--- src/hw/rtl/rtss_pkg.sv ---
// ============================================================================
// rtss_pkg
// shared widths, defaults and codes of the lstm state smoother
// ============================================================================
package rtss_pkg;

    localparam int DATA_W          = 32;   // signed q values
    localparam int VAR_W           = 31;   // unsigned input variances
    localparam int IDX_W           = 6;    // state index
    localparam int CNT_W           = 7;    // state count register
    localparam int GAIN_W          = 31;   // gain magnitude, one bit per divider step
    localparam int MAX_STATES_DEF  = 64;
    localparam int FRAC_BITS_DEF   = 24;

    localparam logic [CNT_W-1:0] STATE_COUNT_RST = 7'd64;

    typedef enum logic [1:0] {
        ST_OK       = 2'd0,
        ST_ZERO_VAR = 2'd1,
        ST_RANGE    = 2'd2
    } status_t;

endpackage

--- src/hw/rtl/rtss_ram.sv ---
// ============================================================================
// rtss_ram
// simple dual port ram, one write and one registered read port, read first
// ============================================================================
module rtss_ram #(
    parameter int WIDTH = 32,
    parameter int DEPTH = rtss_pkg::MAX_STATES_DEF
) (
    input  logic                                  clk,
    input  logic                                  we,
    input  logic [(DEPTH > 1 ? $clog2(DEPTH) : 1)-1:0] waddr,
    input  logic [WIDTH-1:0]                      wdata,
    input  logic                                  re,
    input  logic [(DEPTH > 1 ? $clog2(DEPTH) : 1)-1:0] raddr,
    output logic [WIDTH-1:0]                      rdata
);

    logic [WIDTH-1:0] mem [DEPTH];
    logic [WIDTH-1:0] rdata_reg;

    always_ff @(posedge clk)
    begin
        if (we)
        begin
            mem[waddr] <= wdata;
        end
        if (re)
        begin
            rdata_reg <= mem[raddr];
        end
    end

    assign rdata = rdata_reg;

endmodule

--- config.mk ---
export PLATFORM = sky130hd
export DESIGN_NAME = rtss_ram
export DESIGN_NICKNAME = d
export VERILOG_FILES = /design/src/hw/rtl/rtss_pkg.sv /design/src/hw/rtl/rtss_ram.sv
export SDC_FILE = /design/constraint.sdc
export NUM_CORES = 2
export LEC_CHECK = 0
export ABC_AREA = 1
export BUFFER_PORTS_ARGS = -buffer_cell sky130_fd_sc_hd__buf_2
export CAP_MARGIN = 5
export CORE_ASPECT_RATIO = 1.75
export CORE_UTILIZATION = 41
export CTS_CLUSTER_SIZE = 12
export DETAILED_ROUTE_END_ITERATION = 6
export PLACE_DENSITY_LB_ADDON = 0.25
export SETUP_SLACK_MARGIN = 0.02
export SYNTH_ARGS = -nofsm -noshare
export SYNTH_HDL_FRONTEND = slang
export SYNTH_SLANG_ARGS = --single-unit
--- constraint.sdc ---
create_clock -name clk -period 5.2 [get_ports clk]
set_clock_uncertainty 0.05 [all_clocks]
set_input_delay 1.04 -clock clk [delete_from_list [all_inputs] [get_ports clk]]
set_output_delay 1.04 -clock clk [all_outputs]
set_load 0.005 [all_outputs]
==> metrics <==
Final WS setup between 2 and 2.5 ns; Reg-to-Reg End rdata[11]; final hold vios 0; worst-skew pair later-pin latency approximately 0.83 ns; DRC Markers 48; Cell Area, Synth 83100 um^2; Syn Area/Cell 12.3 um^2; CP top delay family buffers and inverters; Synth Instances 6769; Max Slew Vio Count 0; Setup-failing EPs final 0; Hold Buf Count CTS 0; minimum hold slack 0.647 ns; cells along the critical path buf_8 > inv_16 > buf_12 > buf_4 > nand2_1 > nand3_1 > nand3_1 > nand3_1 > nand3_1 > nand2_1 > nand2_1 > nand2_1; layout cells sized above 1 7.97%; reg2reg path depth 8; largest net degree at the start of global routing about 160; IO Count 79; Fill cells 17900; WHS Path Cells 1; antenna viol nets, final 0; Die Y 597 um; WS Path Type input pin to flip-flop; vias in the first global route 52300; max reg flops 2048; post-synthesis sequential area ratio 75.2%; CTS tree yes; Synthesis Warnings 0; Pwr per Cell Area between 300 and 400 nW/um^2; Slowest-stage cell, CP buf_8; Mapped Nets 6816; met1 WL between 90000 and 100000 um; Int Pwr 0.0261 W; final core utilization between 40% and 50%; vias per cell roughly 5.6; Root Buffer clkbuf_16; crit path max fanout roughly 150; first-pass GRT wire length between 300000 and 400000 um; core box area 201000 um^2; Yosys cell types 15; Worst EP required 5.69 ns; CTS buffer count approximately 200; Crit. End Element flip-flop; Placer Congestion 0.821; Layout area overhead 11.3%; nets@finish 6836; chip width between 300 and 400 um; clock-pin slew on the worst setup and hold paths 0.06 ns; min Tclk post-route a little over 3 ns; cts repair resizes 0; RSZ-0062 raised after global routing no; H-tree depth 4; Hold Path End mem[13][19]; Starting DRT DRC Count 5353; Comb power frac 6.2%; antenna violations before repair 11; Buffers & Inverters on Critical Path 4; Met3 Wirelength 13700 um; routed wl met2 around 120000 um; FF/Latch Area 62500 um^2; WL final 238000 um; reg2reg start mem[33][11]; via count 53000; Fmax 0.321 GHz; I/O Buffers a little under 80; total grt overflow 0; Worst Tran Pin Value 1.21 ns; crit path launch type input pin; maximum clock insertion buffer count 4; status finished with violations; clock power share 38.2%; Die ar. 204000 um^2; failing checks design-rule violations; Pleak 32.0 nW; wire length per cell roughly 25 um; Switching Fraction 22.3%; starting density of the core 41.3%; Max IR drop VDD between 0.0002 and 0.0003 V; hold_sp wdata[19]; post-place setup slack 1.37 ns; Detailed Routing Iterations Pass 1 7; FF+latch count, synth 2080; FF-to-FF setup slack roughly 3.5 ns; Seq pwr share 55.6%; Max Cap Viol 0; max layer used met5; Slew headroom 19.2%; arrival time at the worst endpoint roughly 3.6 ns; gr usage total 23.1%; setup bufs post-CTS 0; Multi-input gate area 18800 um^2; CP peak stage delay 0.42 ns; row count between 200 and 250; hold crit path type input pin to flip-flop; Net Switching ~0.0075 W; Period Utilization, post-route 60.0%; detailed placement HPWL 132000 um; TritonCTS Sinks 2080
-- cell usage after synthesis --
cell type / count / area share (%)
nand2_1: 2248 / 10
edfxtp_1: 2080 / 75
nand3_1: 1907 / 11
buf_2: 282 / 1.7
clkbuf_1: 77 / 0.35
nor2_1: 56 / 0.25
buf_4: 45 / 0.41
buf_1: 40 / 0.18
inv_1: 9 / 0.041
nand4_1: 9 / 0.068
nor4_1: 8 / 0.060
buf_6: 3 / 0.041
buf_8: 2 / 0.036
inv_2: 2 / 0.0090
inv_4: 1 / 0.0075
-- routing by layer --
layer  track usage, %  vias to the layer above
met5                0                        -
met4             7.83                       14
met3             2.77                      425
met2             41.4                     1812
met1             28.6                    26800
li1                 -                    24000
-- cell families after synthesis --
group         Yosys count  synth area share (%)
buf+inv               461                  2.77
simple gates         4228                  22.0
flops                2080                  75.2
-- layout make-up --
class / instances / area share [%]
antenna: 3 / 0.00812
clock buffer: 215 / 5.59
clock inverter: 8 / 0.0717
inverter: 12 / 0.0893
multi-input combinational: 4228 / 20.3
sequential: 2080 / 67.6
tap: 2640 / 3.57
timing repair buffer: 266 / 2.81
-- worst max path at each step --
| stage | cells past startpoint | endpoint | slack (ns) | start |
|---|---|---|---|---|
| final | 12 | rdata[6] | 2.08 | raddr[0] |
| after global routing | 11 | rdata[16] | 2.03 | raddr[0] |
| after CTS | 1 | rdata[22] | 2.22 | rdata[22] |
| after detailed placement | 11 | rdata[16] | 1.37 | raddr[0] |
| after global placement | 11 | rdata[16] | 1.42 | raddr[0] |
| after floorplan | 3 | mem[48][0] | -0.02 | we |
-- cell usage in the layout, fill, tap and decap left out, drive strengths merged --
master     n
nand2   2248
edfxtp  2080
nand3   1907
buf      266
clkbuf   215
nor2      56
inv       13
nand4      9
nor4       8
clkinv     6
diode      3
bufinv     1
-- power groups by stage --
stage,Sequential [W],Combinational [W],Clock [W]
after floorplan,0.0190,0.00114,0
after global placement,0.0190,0.00205,0
final,0.0187,0.00207,0.0128
after global routing,0.0187,0.00226,0.0135
after CTS,0.0187,0.00208,0.0130
after detailed placement,0.0190,0.00208,0
-- per-stage QoR --
stage          area [um^2]  TNS (ns)  power (W)  instances
5_1_grt              92400         0     0.0345       9450
3_3_place_gp         87200         0     0.0211       9226
4_1_cts              92400         0     0.0338       9449
2_1_floorplan        83100     -5.12     0.0201       6769
3_5_place_dp         87200         0     0.0211       9226
6_report             92400         0     0.0336       9452
(Power assumes the default switching activity.)
