### src/hw/rtl/rtss_pkg.sv
// ============================================================================
// rtss_pkg
// shared widths, defaults and codes of the lstm state smoother
// ============================================================================
package rtss_pkg;

    localparam int DATA_W          = 32;   // signed q values
    localparam int VAR_W           = 31;   // unsigned input variances
    localparam int IDX_W           = 6;    // state index
    localparam int CNT_W           = 7;    // state count register
    localparam int GAIN_W          = 31;   // gain magnitude, one bit per divider step
    localparam int MAX_STATES_DEF  = 64;
    localparam int FRAC_BITS_DEF   = 24;

    localparam logic [CNT_W-1:0] STATE_COUNT_RST = 7'd64;

    typedef enum logic [1:0] {
        ST_OK       = 2'd0,
        ST_ZERO_VAR = 2'd1,
        ST_RANGE    = 2'd2
    } status_t;

endpackage

### src/hw/rtl/rtss_div_pipe.sv
// ============================================================================
// rtss_div_pipe
// pipelined restoring divider for the gain, one quotient bit per stage
// ============================================================================
module rtss_div_pipe #(
    parameter int FRAC_BITS = rtss_pkg::FRAC_BITS_DEF
) (
    input  logic                                   clk,
    input  logic                                   adv,
    input  logic [rtss_pkg::DATA_W+FRAC_BITS-1:0]  dividend,
    input  logic [rtss_pkg::GAIN_W-1:0]            divisor,
    output logic [rtss_pkg::GAIN_W-1:0]            quot
);

    localparam int DVW = rtss_pkg::DATA_W + FRAC_BITS;
    localparam int QB  = rtss_pkg::GAIN_W;

    logic [QB-1:0] rem_reg  [QB+1];
    logic [QB-1:0] low_reg  [QB+1];
    logic [QB-1:0] q_reg    [QB+1];
    logic [QB-1:0] d_reg    [QB+1];
    logic          sat_reg  [QB+1];

    logic [QB-1:0] rem_next [QB+1];
    logic [QB-1:0] low_next [QB+1];
    logic [QB-1:0] q_next   [QB+1];
    logic          sat0_next;

    always_comb
    begin
        logic [QB:0] t;
        logic        ge;
        // quotient beyond gain range saturates
        sat0_next   = 32'(dividend[DVW-1:QB]) >= 32'(divisor);
        rem_next[0] = sat0_next ? '0 : QB'(dividend[DVW-1:QB]);
        low_next[0] = dividend[QB-1:0];
        q_next[0]   = '0;
        for (int k = 1; k <= QB; k++)
        begin
            t           = {rem_reg[k-1], low_reg[k-1][QB-1]};
            ge          = t >= {1'b0, d_reg[k-1]};
            rem_next[k] = ge ? QB'(t - {1'b0, d_reg[k-1]}) : t[QB-1:0];
            low_next[k] = {low_reg[k-1][QB-2:0], 1'b0};
            q_next[k]   = {q_reg[k-1][QB-2:0], ge};
        end
    end

    always_ff @(posedge clk)
    begin
        if (adv)
        begin
            rem_reg[0] <= rem_next[0];
            low_reg[0] <= low_next[0];
            q_reg[0]   <= q_next[0];
            d_reg[0]   <= divisor;
            sat_reg[0] <= sat0_next;
            for (int k = 1; k <= QB; k++)
            begin
                rem_reg[k] <= rem_next[k];
                low_reg[k] <= low_next[k];
                q_reg[k]   <= q_next[k];
                d_reg[k]   <= d_reg[k-1];
                sat_reg[k] <= sat_reg[k-1];
            end
        end
    end

    assign quot = sat_reg[QB] ? '1 : q_reg[QB];

endmodule

### config.mk
export PLATFORM = sky130hd
export DESIGN_NAME = rtss_div_pipe
export DESIGN_NICKNAME = d
export VERILOG_FILES = /design/src/hw/rtl/rtss_pkg.sv /design/src/hw/rtl/rtss_div_pipe.sv
export SDC_FILE = /design/constraint.sdc
export NUM_CORES = 2
export LEC_CHECK = 0
export BUFFER_PORTS_ARGS = -buffer_cell sky130_fd_sc_hd__clkbuf_2
export CAP_MARGIN = 10
export CORE_MARGIN = 4
export CORE_UTILIZATION = 50
export DETAILED_ROUTE_END_ITERATION = 10
export PLACE_DENSITY = 0.65
export SETUP_SLACK_MARGIN = 0.15
export SYNTH_ARGS = -nofsm -noshare
export SYNTH_HDL_FRONTEND = slang
export SYNTH_SLANG_ARGS = --single-unit
### constraint.sdc
create_clock -name clk -period 4.06 [get_ports clk]
set_input_delay 0.609 -clock clk [delete_from_list [all_inputs] [get_ports clk]]
set_output_delay 0.609 -clock clk [all_outputs]
set_load 0.02 [all_outputs]
==> impl_metrics.json <==
{
  "status": "complete, no violations",
  "start_kind": "flip-flop",
  "hold_viol_final": 0,
  "worstPathMaxFanout": 29,
  "multiInputGateArea_mm2": 0.0548,
  "cts_buffer_depth": 4,
  "grt_first_pass_wirelength_um": 531000,
  "setup_viol": 0,
  "vias": 95159,
  "whs_endpoint": "rem_reg[0][18]",
  "slew_viol_final": 0,
  "period_needed_ns": 3.79,
  "timing.fmax_mhz": 264,
  "die-area_mm2": 0.305,
  "rsz0062_at_grt": "yes",
  "grt_pass1_vias": 93647,
  "grt_usage": 0.217,
  "gr-total-overflow": 0,
  "rr_endpoint": "rem_reg[0][220]",
  "path_cells": "inv_1 > ha_1 > fa_1 > nor2b_1 > o211ai_1 > a31oi_2 > a31oi_1 > a211o_1 > a21oi_1 > nor3b_1 > o21ai_4 > buf_12 > mux2_2",
  "min_path_type": "input pin to flip-flop",
  "place.gp.congestion": 0.916,
  "async_flop_share": 0,
  "tns_ns": 0,
  "synth_enable_flop_cells": 2940,
  "cts-htree-levels": 5,
  "hold_ws_ns": 0.0791,
  "nets": 13801,
  "syn_avg_cell_area_um2": 12.1,
  "power.leakage_nw": 67.0,
  "worstSetupEndpointType": "flip-flop",
  "max_slew_margin": 0.116,
  "start_util": 0.503,
  "crit_slowest_cell": "edfxtp_1",
  "die_width_um": 552,
  "port_buffers": 119,
  "power_density_mw_per_mm2": 775,
  "area_growth_pct": 12.8,
  "grt_start_max_net_pins": 125,
  "syn_nets": 13299,
  "postRouteAntennaNets": 0,
  "p_total_mw": 130,
  "firstDrtPassIters": 7,
  "clock-sinks": 2940,
  "largest_reg_flops": 961,
  "routed_wl_um": 342000,
  "ios": 120,
  "rows": 199,
  "max_stage_delay_ns": 0.52,
  "finalCritPeriodShare": 0.934,
  "clk_latency_ns": 0.91,
  "critical_path_required_ns": 4.66,
  "whs_path_depth": 2,
  "r2r-start": "low_reg[0][216]",
  "antenna_found_initial": 5,
  "drive_gt1_frac": 0.0938,
  "fill_cells": 24073,
  "via_per_inst": 5.64,
  "numCtsBuffers": 320,
  "ff_latch_area_mm2": 0.0883,
  "synth_ff_type": "edfxtp_1",
  "tightest_slew_ns": 1.31,
  "route.detailed.drc": 0,
  "cts-root-buf": "clkbuf_16",
  "min_from": "dividend[49]",
  "drtIter0Drc": 7718,
  "post_drt_wl_per_cell_um": 20.3,
  "cts_tree": "built",
  "syn_inst": 12199,
  "core_area_mm2": 0.294,
  "synth-seq-cells": 2940,
  "ys_seq_area_frac": 0.596,
  "syn_area_mm2": 0.148,
  "ir_drop_v": 0.000383,
  "hpwl_um": 250000,
  "critPathArrivalTime_ns": 4.39,
  "fin_skew_ns": 0.0568,
  "maxCapViolations": 0,
  "clkSlewWorstSetupHoldPaths_ns": 0.06,
  "synth_cell_types": 88,
  "r2r_cells": 13,
  "reg2reg_slack_ns": 0.27,
  "crit_type": "flip-flop to flip-flop",
  "yosysWarnings": 0,
  "die_y_um": 552
}
==> critical path: cells and delay by family (launching register included) <==
kind	cells	cell delay [ns]
compound gates	6	1.39
fa+ha+maj	2	0.64
flops	1	0.52
mux	1	0.35
simple gates	2	0.31
buf+inv	2	0.29
==> worst max path at each step <==
stage | from | endpoint | depth (start not counted)
4_1_cts | rem_reg[1][218] | rem_reg[1][277] | 12
5_1_grt | d_reg[1][155] | rem_reg[0][463] | 11
3_3_place_gp | low_reg[0][402] | rem_reg[0][430] | 14
3_5_place_dp | d_reg[1][124] | rem_reg[0][430] | 13
2_1_floorplan | rem_reg[1][221] | rem_reg[1][271] | 11
6_report | low_reg[0][216] | rem_reg[0][220] | 13
==> timing repair <==
item,4_1_cts,5_1_grt
endpoints found under the setup margin,82,330
gates resized for setup,8,46
hold buffers,78,0
setup buffers,1,22
pin swaps,3,15
endpoints found under the hold margin,78,0
cloned,2,7
==> kinds of logic (layout without fill, tap and decap cells) <==
| kind of cell | after synthesis | after routing | synth area share |
|---|---|---|---|
| buf+inv | 1465 | 2213 | 0.0374 |
| other cells | 0 | 3 | 0 |
| xor+xnor | 779 | 779 | 0.0461 |
| flops | 2940 | 2940 | 0.596 |
| compound gates | 3162 | 3164 | 0.131 |
| mux | 270 | 270 | 0.0203 |
| fa+ha+maj | 1011 | 1011 | 0.0869 |
| simple gates | 2572 | 2577 | 0.0818 |
==> where the power goes <==
group          internal, mW  switching, mW  total (mW)
sequential             43.0           4.29        47.3
clock                  17.4           12.2        29.6
combinational          22.6           30.1        52.6
==> cells in the mapped netlist, drive strengths merged, types with 26 or more instances <==
cell type	count	area [um^2]
or3	35	219
nor2	611	2290
mux2	248	2790
a31o	26	228
o21bai	109	818
o21a	116	871
inv	1224	4590
or2	65	407
xor2	337	2950
nand4	151	945
clkbuf	208	781
nand2	920	3450
xnor2	442	3870
a21o	460	3450
and3	86	538
o21ai	888	4450
a21oi	961	4810
o31a	43	377
fa	30	601
o31ai	89	668
edfxtp	2940	88300
o211ai	46	350
nand3	171	856
nand2b	125	782
ha	981	12300
nor3	97	485
a31oi	106	663
nor2b	161	1010
nor4	26	163
and4	28	245
a21boi	31	233
buf	33	163
and2	30	188
a211oi	68	523
==> cells in the final DEF, fill, tap and decap left out, types with 45 or more instances in the layout <==
| master | synthesis | routed |
|---|---|---|
| mux2_2 | 226 | 226 |
| o21a_1 | 116 | 116 |
| ha_1 | 981 | 980 |
| a21oi_1 | 961 | 955 |
| a21o_1 | 460 | 460 |
| clkinv_1 | 0 | 54 |
| xor2_1 | 337 | 337 |
| nand4_1 | 151 | 151 |
| nor2_1 | 611 | 609 |
| clkinv_2 | 0 | 54 |
| o21ai_0 | 871 | 858 |
| inv_1 | 1223 | 1223 |
| nor3_1 | 97 | 97 |
| buf_12 | 0 | 55 |
| clkbuf_16 | 0 | 323 |
| clkbuf_2 | 0 | 118 |
| and3_1 | 86 | 86 |
| nand2_1 | 920 | 919 |
| o211ai_1 | 45 | 45 |
| edfxtp_1 | 2940 | 2940 |
| xnor2_1 | 442 | 442 |
| o21bai_1 | 109 | 109 |
| nand2b_1 | 125 | 125 |
| nor2b_1 | 161 | 161 |
| or2_2 | 65 | 65 |
| clkbuf_1 | 208 | 48 |
| o31ai_1 | 89 | 83 |
| buf_4 | 0 | 158 |
| a31oi_1 | 106 | 99 |
| a211oi_1 | 67 | 64 |
| dlygate4sd3_1 | 0 | 78 |
| nand3_1 | 171 | 170 |
==> layer usage <==
layer  vias up  GRT usage  wire, um
met5         -          0         0
met4         0     0.0766     12600
met3       650     0.0265     15800
met2      2451      0.369    165000
met1     46189      0.288    148000
li1      45869          -         -
==> layout make-up <==
class	instances	area share
sequential	2940	0.529
clock inverter	206	0.0152
tap	3919	0.0294
antenna	3	0.0000449
clock buffer	369	0.0492
inverter	1224	0.0275
multi-input combinational	7801	0.328
timing repair buffer	414	0.0224
==> stage by stage <==
stage                     std cells  setup slack (ns)  area (um^2)  utilization
after floorplan               12199             0.590       148000            -
after global placement        16187             0.118       155000        0.527
after detailed placement      16187            0.0221       155000        0.527
after CTS                     16843             0.129       167000        0.566
after global routing          16875             0.100       167000        0.568
final                         16876             0.267       167000        0.568
Power figures use the tool's default switching activity.
